==> config.mk <==
export PLATFORM = sky130hd
export DESIGN_NAME = keypad_decimal_calculator
export DESIGN_NICKNAME = d
export VERILOG_FILES = /design/src/rtl/kdc_pkg.sv /design/src/rtl/keypad_decimal_calculator.sv /design/src/rtl/kdc_dp.sv /design/src/rtl/kdc_ctrl.sv
export SDC_FILE = /design/constraint.sdc
export NUM_CORES = 2
export LEC_CHECK = 0
export BUFFER_PORTS_ARGS = -buffer_cell sky130_fd_sc_hd__buf_2
export CAP_MARGIN = 20
export CORE_ASPECT_RATIO = 0.6
export CORE_MARGIN = 3
export CORE_UTILIZATION = 55
export CTS_BUF_LIST = sky130_fd_sc_hd__clkbuf_4
export DETAILED_ROUTE_END_ITERATION = 16
export GPL_ROUTABILITY_DRIVEN = 0
export MAX_ROUTING_LAYER = met4
export PLACE_DENSITY_LB_ADDON = 0.1
export SYNTH_ARGS = -nofsm -noshare
export SYNTH_HDL_FRONTEND = slang
export SYNTH_SLANG_ARGS = --single-unit
==> constraint.sdc <==
create_clock -name aclk -period 10.9 [get_ports aclk]
set_input_delay 1.09 -clock aclk [delete_from_list [all_inputs] [get_ports aclk]]
set_output_delay 1.09 -clock aclk [all_outputs]
set_load 0.01 [all_outputs]
==> src/rtl/kdc_pkg.sv <==
// Shared constants and controller/datapath interface types of the keypad calculator.
`default_nettype none
package kdc_pkg;

    // Key codes seen on the keypad word.
    localparam logic [7:0] KEY_MINUS = 8'h2D;
    localparam logic [7:0] KEY_PLUS  = 8'h2B;
    localparam logic [7:0] KEY_STAR  = 8'h2A;
    localparam logic [7:0] KEY_SLASH = 8'h2F;
    localparam logic [7:0] KEY_EQUAL = 8'h3D;
    localparam logic [7:0] KEY_ZERO  = 8'd48;
    localparam logic [7:0] KEY_NINE  = 8'd57;

    // Operand entry limits and arithmetic widths.
    localparam int unsigned MAX_DIGITS  = 5;
    localparam int unsigned RADIX       = 10;
    localparam int unsigned DATA_W      = 32;
    localparam int unsigned DIGIT_CNT_W = 4;
    localparam int unsigned DIV_CNT_W   = $clog2(DATA_W);

    // Pending operator codes.
    typedef enum logic [1:0] {
        OP_ADD = 2'd0,
        OP_SUB = 2'd1,
        OP_MUL = 2'd2,
        OP_DIV = 2'd3
    } kdc_op_t;

    // Commands from the controller to the datapath.
    typedef struct packed {
        logic key_load;   // a key word is accepted this cycle
        logic alu_load;   // load add/sub/mul result (or divide-by-zero) into output
        logic div_start;  // set up the iterative divider
        logic div_step;   // one quotient bit
        logic div_load;   // load the signed quotient into output
    } kdc_cmd_t;

    // Status from the datapath to the controller.
    typedef struct packed {
        logic eval_key;   // the offered key is '=' while the second operand is entered
        logic div_run;    // divide pending with a nonzero divisor
        logic div_last;   // the divider is on its final step
    } kdc_stat_t;

endpackage
`default_nettype wire

==> src/rtl/keypad_decimal_calculator.sv <==
// Top level of the four-function keypad calculator.
// A key word is taken whenever s_valid and s_ready are both high. An '=' that closes a
// calculation drops s_ready until the result word is loaded into the output
// register. For add, subtract, multiply and divide by zero the result is loaded
// as soon as the output register is free. Any other divide first runs the restoring
// divider, which produces one quotient bit per cycle. A result waiting on m_valid
// does not block key entry; only the next '=' waits for it to be taken. Divide by
// zero returns 0 with m_divide_error set.
`default_nettype none
module keypad_decimal_calculator
    import kdc_pkg::*;
(
    input  wire logic                 aclk,
    input  wire logic                 aresetn,
    input  wire logic                 s_valid,
    output logic                      s_ready,
    input  wire logic [7:0]           s_key_code,
    output logic                      m_valid,
    input  wire logic                 m_ready,
    output logic signed [DATA_W-1:0]  m_result_value,
    output logic                      m_divide_error
);

    kdc_cmd_t  cmd;
    kdc_stat_t stat;

    // Sequencing and handshakes.
    kdc_ctrl u_ctrl (
        .aclk    (aclk),
        .aresetn (aresetn),
        .s_valid (s_valid),
        .s_ready (s_ready),
        .m_valid (m_valid),
        .m_ready (m_ready),
        .stat    (stat),
        .cmd     (cmd)
    );

    // Operand entry and arithmetic.
    kdc_dp u_dp (
        .aclk           (aclk),
        .aresetn        (aresetn),
        .s_key_code     (s_key_code),
        .cmd            (cmd),
        .stat           (stat),
        .m_result_value (m_result_value),
        .m_divide_error (m_divide_error)
    );

endmodule
`default_nettype wire

==> src/rtl/kdc_dp.sv <==
// Datapath of the keypad calculator: operand entry, ALU, iterative divider, output word.
`default_nettype none
module kdc_dp
    import kdc_pkg::*;
(
    input  wire logic                     aclk,
    input  wire logic                     aresetn,
    input  wire logic [7:0]               s_key_code,
    input  wire kdc_cmd_t                 cmd,
    output kdc_stat_t                     stat,
    output logic signed [DATA_W-1:0]      m_result_value,
    output logic                          m_divide_error
);

    logic                   phase_reg, phase_next;
    logic                   neg_first_reg, neg_first_next;
    logic [DATA_W-1:0]      first_reg, first_next;
    logic [DATA_W-1:0]      second_reg, second_next;
    logic [DIGIT_CNT_W-1:0] dcount_reg, dcount_next;
    kdc_op_t                op_reg, op_next;

    logic [DATA_W-1:0]      rem_reg, rem_next;
    logic [DATA_W-1:0]      quot_reg, quot_next;
    logic [DIV_CNT_W-1:0]   dstep_reg, dstep_next;

    logic [DATA_W-1:0]      result_reg, result_next;
    logic                   err_reg, err_next;

    logic                   is_digit;
    logic [3:0]             digit;
    logic                   room;
    logic                   is_oper;
    kdc_op_t                key_op;
    logic [DATA_W-1:0]      acc_in;
    logic [DATA_W-1:0]      acc_out;
    logic [DATA_W-1:0]      first_mag;
    logic [DATA_W:0]        trial;
    logic                   trial_ge;
    logic [DATA_W-1:0]      alu_res;

    // Key decode.
    assign is_digit = (s_key_code >= KEY_ZERO) && (s_key_code <= KEY_NINE);
    assign digit    = 4'(s_key_code - KEY_ZERO);
    assign room     = 32'(dcount_reg) < MAX_DIGITS;

    always_comb begin
        is_oper = 1'b1;
        key_op  = OP_ADD;
        case (s_key_code)
            KEY_PLUS:  key_op = OP_ADD;
            KEY_MINUS: key_op = OP_SUB;
            KEY_STAR:  key_op = OP_MUL;
            KEY_SLASH: key_op = OP_DIV;
            default:   is_oper = 1'b0;
        endcase
    end

    // Decimal shift-in of one digit into the operand being entered.
    assign acc_in  = phase_reg ? second_reg : first_reg;
    assign acc_out = DATA_W'(acc_in * DATA_W'(RADIX)) + DATA_W'(digit);

    // Restoring divide step on the magnitude of the first operand.
    assign first_mag = first_reg[DATA_W-1] ? (DATA_W'(0) - first_reg) : first_reg;
    assign trial     = {rem_reg, quot_reg[DATA_W-1]};
    assign trial_ge  = trial >= {1'b0, second_reg};

    // Add, subtract and low word of the product.
    always_comb begin
        case (op_reg)
            OP_ADD:  alu_res = first_reg + second_reg;
            OP_SUB:  alu_res = first_reg - second_reg;
            OP_MUL:  alu_res = DATA_W'(first_reg * second_reg);
            default: alu_res = '0;
        endcase
    end

    // Status toward the controller.
    assign stat.eval_key = phase_reg && (s_key_code == KEY_EQUAL);
    assign stat.div_run  = (op_reg == OP_DIV) && (second_reg != '0);
    assign stat.div_last = dstep_reg == DIV_CNT_W'(DATA_W - 1);

    // Next-state logic of the entry state, divider and output word.
    always_comb begin
        phase_next     = phase_reg;
        neg_first_next = neg_first_reg;
        first_next     = first_reg;
        second_next    = second_reg;
        dcount_next    = dcount_reg;
        op_next        = op_reg;
        rem_next       = rem_reg;
        quot_next      = quot_reg;
        dstep_next     = dstep_reg;
        result_next    = result_reg;
        err_next       = err_reg;

        if (cmd.key_load) begin
            if (is_digit) begin
                if (room) begin
                    if (phase_reg) begin
                        second_next = acc_out;
                    end else begin
                        first_next = acc_out;
                    end
                    dcount_next = dcount_reg + DIGIT_CNT_W'(1);
                end
            end else if (!phase_reg) begin
                if ((s_key_code == KEY_MINUS) && (dcount_reg == '0)) begin
                    neg_first_next = 1'b1;
                end else if (is_oper) begin
                    if (neg_first_reg) begin
                        first_next = DATA_W'(0) - first_reg;
                    end
                    op_next     = key_op;
                    phase_next  = 1'b1;
                    dcount_next = '0;
                    second_next = '0;
                end
            end
        end

        if (cmd.div_start) begin
            rem_next   = '0;
            quot_next  = first_mag;
            dstep_next = '0;
        end

        if (cmd.div_step) begin
            rem_next   = trial_ge ? DATA_W'(trial - {1'b0, second_reg}) : DATA_W'(trial);
            quot_next  = {quot_reg[DATA_W-2:0], trial_ge};
            dstep_next = dstep_reg + DIV_CNT_W'(1);
        end

        if (cmd.alu_load) begin
            result_next = alu_res;
            err_next    = (op_reg == OP_DIV);
        end

        if (cmd.div_load) begin
            result_next = first_reg[DATA_W-1] ? (DATA_W'(0) - quot_reg) : quot_reg;
            err_next    = 1'b0;
        end

        // A delivered result starts a fresh calculation.
        if (cmd.alu_load || cmd.div_load) begin
            phase_next     = 1'b0;
            neg_first_next = 1'b0;
            first_next     = '0;
            second_next    = '0;
            dcount_next    = '0;
            op_next        = OP_ADD;
        end
    end

    // Entry state is control state and is cleared by reset.
    always_ff @(posedge aclk) begin
        if (!aresetn) begin
            phase_reg     <= 1'b0;
            neg_first_reg <= 1'b0;
            first_reg     <= '0;
            second_reg    <= '0;
            dcount_reg    <= '0;
            op_reg        <= OP_ADD;
        end else begin
            phase_reg     <= phase_next;
            neg_first_reg <= neg_first_next;
            first_reg     <= first_next;
            second_reg    <= second_next;
            dcount_reg    <= dcount_next;
            op_reg        <= op_next;
        end
    end

    // Divider and output payload registers.
    always_ff @(posedge aclk) begin
        rem_reg    <= rem_next;
        quot_reg   <= quot_next;
        dstep_reg  <= dstep_next;
        result_reg <= result_next;
        err_reg    <= err_next;
    end

    assign m_result_value = result_reg;
    assign m_divide_error = err_reg;

endmodule
`default_nettype wire

==> src/rtl/kdc_ctrl.sv <==
// Controller state machine of the keypad calculator: handshakes and sequencing.
`default_nettype none
module kdc_ctrl
    import kdc_pkg::*;
(
    input  wire logic      aclk,
    input  wire logic      aresetn,
    input  wire logic      s_valid,
    output logic           s_ready,
    output logic           m_valid,
    input  wire logic      m_ready,
    input  wire kdc_stat_t stat,
    output kdc_cmd_t       cmd
);

    typedef enum logic [1:0] {
        ST_IDLE,
        ST_EVAL,
        ST_DIV,
        ST_FIN
    } state_t;

    state_t state_reg, state_next;
    logic   m_valid_reg, m_valid_next;
    logic   accept;
    logic   out_free;
    logic   load;

    assign s_ready  = (state_reg == ST_IDLE);
    assign accept   = s_valid && s_ready;
    assign out_free = !m_valid_reg || m_ready;

    // Command decode and next state.
    always_comb begin
        state_next = state_reg;
        cmd        = '0;
        load       = 1'b0;
        case (state_reg)
            ST_IDLE: begin
                cmd.key_load = accept;
                if (accept && stat.eval_key) begin
                    state_next = ST_EVAL;
                end
            end
            ST_EVAL: begin
                if (stat.div_run) begin
                    cmd.div_start = 1'b1;
                    state_next    = ST_DIV;
                end else if (out_free) begin
                    cmd.alu_load = 1'b1;
                    load         = 1'b1;
                    state_next   = ST_IDLE;
                end
            end
            ST_DIV: begin
                cmd.div_step = 1'b1;
                if (stat.div_last) begin
                    state_next = ST_FIN;
                end
            end
            ST_FIN: begin
                if (out_free) begin
                    cmd.div_load = 1'b1;
                    load         = 1'b1;
                    state_next   = ST_IDLE;
                end
            end
            default: state_next = ST_IDLE;
        endcase
    end

    // Result word is valid from its load until taken.
    always_comb begin
        m_valid_next = m_valid_reg;
        if (load) begin
            m_valid_next = 1'b1;
        end else if (m_ready) begin
            m_valid_next = 1'b0;
        end
    end

    // State and registered outputs.
    always_ff @(posedge aclk) begin
        if (!aresetn) begin
            state_reg   <= ST_IDLE;
            m_valid_reg <= 1'b0;
        end else begin
            state_reg   <= state_next;
            m_valid_reg <= m_valid_next;
        end
    end

    assign m_valid = m_valid_reg;

endmodule
`default_nettype wire

==> results.toml <==
[synthesis]
syn_inst = 3741
synth_top_area_share = 0.262
synth_area_leader_cell = "fa_1"
ys_seq_area_frac = 0.145
ys.flop_type = "edfxtp_1"
synthArstFlopShare = 0
syn_area_um2 = 31500
avgSynthCellArea_um2 = 8.41
synth.area.top_cells = "fa_1 (26%), ha_1 (10%), edfxtp_1 (9.6%)"
synth-seq-cells = 177
yosysWarnings = 0
synth.net_count = 4420
synth_cell_type_count = 76
synth-edff-count = 101

[status]
status = "finished clean"

[clock_network]
cts_sinks = 177
cts-root-buf = "clkbuf_4"
clock_path_buffers = 2
post_cts_buffers = 0
tritoncts = "done"
hold_buffers = 0
cts_resized = 0
insertion_delay_ps = 680
htreeDepth = 4
numCtsBuffers = 17
clk_pin_slew_ps = 210

[floorplanning]
rows = 67
die_w_um = 315
die_y_um = 191
start_util = 0.560
dieArea_um2 = 60200
num_io_pins = 47
core_area_um2 = 56200

[detailed_routing]
post-route-drc-count = 0
via_per_inst = 6.22
dr.pass1.iters = 9
wl_per_cell_um = 25.0
initialDrtViolationCount = 3933
wirelength_mm = 111
vias = 27628
antenna_left = 0

[cells_and_area]
fillCellCount = 5127
drive_gt1_frac = 0.0543
area_growth_pct = 4.01
layout_commonest_cell = "inv_1"
layout_common_cells = "inv_1 (491), nand2_1 (454), fa_1 (412), nor2_1 (267), ha_1 (255)"
final_nets = 4346
stdcell_area_um2 = 32700
stdcell_count = 4442

[grt]
grt_pass1_vias = 26748
grt_overflow_total = 0
grt_pass1_wl_mm = 168
grt_max_degree = 70
antenna_found_initial = 4
track_usage = 0.383

[timing]
worst_slew_pin_slew_ps = 1090
rsz0062_at_grt = "false"
max_freq_ghz = 0.112
layout_min_cycle_time_ps = 8950
finalSetupTns_ps = 0
finClkSkew_ps = 48.5
hold_viol = 0
min_period_over_period = 0.821
final_max_slew_viol_count = 0
setup_viol = 0
maxSlewHeadroom = 0.269

[setup_path]
worstPathArrival_ps = 9350
endpoint_kind = "flip-flop"
start_kind = "flip-flop"
critical_path_required_ps = 11310
path_max_fanout = 27
worstSetupPathType = "flip-flop to flip-flop"

[place]
placed_cells = 4405
dpl_cell_area_um2 = 32400
dpl.hpwl_mm = 84.8
port_buffers = 46

[job]
drv_cap = 0

[pwr]
power_density_nw_per_um2 = 36.2
ir_worst_vdd_mv = 0.0582
p_leak_nw = 14.4
p_total_mw = 1.19

[worst_hold_path]
hp-class = "flip-flop to flip-flop"
[layout make-up]
class                           count  area, um^2  area share
Inverter                          501        1880      0.0575
Timing Repair Buffer              112         746      0.0228
Multi-Input combinational cell   2858       24300       0.742
Antenna cell                        3        7.51    0.000229
Clock inverter                     15         186     0.00570
Tap cell                          759         950      0.0290
Clock buffer                       17         128     0.00390
Sequential cell                   177        4560       0.139
[synthesized netlist by cell type (23+ instances only)]
master      n
a211oi_1   25
a21o_1     42
a21oi_1   191
and2_1    238
and3_1     29
clkbuf_1  184
dfxtp_1    76
edfxtp_1  101
fa_1      412
ha_1      255
inv_1     491
mux2_2     23
mux2i_1    35
nand2_1   456
nand2b_1   23
nand3_1    35
nor2_1    267
nor2b_1    34
nor3_1     36
o21ai_0   173
or3_1      35
xnor2_1   163
xor2_1    108
[power by group]
part	internal, mW	total [mW]	switching (mW)
Combinational	0.0165	0.0463	0.0299
Sequential	0.701	0.702	0.000522
Clock	0.112	0.437	0.325
Total	0.829	1.19	0.356
[cell families (layout without fill, tap and decap cells)]
group | count (synthesis) | in the layout | share of synthesized area
XOR/XNOR | 271 | 271 | 0.0754
multiplexers | 58 | 58 | 0.0194
buffers and inverters | 706 | 645 | 0.0844
AND/OR/NAND/NOR | 1247 | 1247 | 0.192
flip-flops | 177 | 177 | 0.145
adder cells (fa/ha/maj) | 667 | 667 | 0.364
AO/OA/AOI/OAI | 615 | 615 | 0.121
other | 0 | 3 | 0
[final timing paths]
check                       from                 endpoint  slack (ps)  cells past startpoint
min          u_dp.m_divide_error      u_dp.m_divide_error         530                      2
min reg2reg  u_dp.m_divide_error      u_dp.m_divide_error         530                      2
max reg2reg   u_dp.second_reg[3]  u_dp.m_result_value[31]        1950                     26
max           u_dp.second_reg[3]  u_dp.m_result_value[31]        1950                     26
[layer usage]
metal / vias to the layer above / track usage / wire length [um]
met5: - / - / 0
met4: 0 / 0.120 / 4310
met3: 279 / 0.118 / 15900
met2: 1889 / 0.502 / 42500
met1: 13459 / 0.557 / 48100
li1: 12001 / - / -
[stage by stage]
stage | utilization | hold WS, ps | setup slack, ps
after floorplan | - | 461 | 3280
after global placement | 0.576 | 481 | 2340
after detailed placement | 0.576 | 506 | 2190
after CTS | 0.582 | 531 | 2140
after global routing | 0.583 | 570 | 1560
final | 0.583 | 529 | 1950
[worst max-delay path, stage by stage, from the launching register on]
cell      delay [ps]
dfxtp_1         1010
clkinv_1         660
nor2_1           290
fa_1             460
inv_1             90
fa_1             430
fa_1             470
fa_1             550
inv_1             50
fa_1             480
fa_1             510
fa_1             490
inv_1             50
fa_1             480
inv_1             40
ha_1             360
and3_1           230
and3_1           200
a21oi_1          140
nand2_1           60
a21oi_1          460
o211ai_1         200
a311o_1          390
a21oi_1          190
xnor2_1           90
a22oi_1          170
a21oi_1           90
No activity file was read; power rests on OpenSTA's default activity.
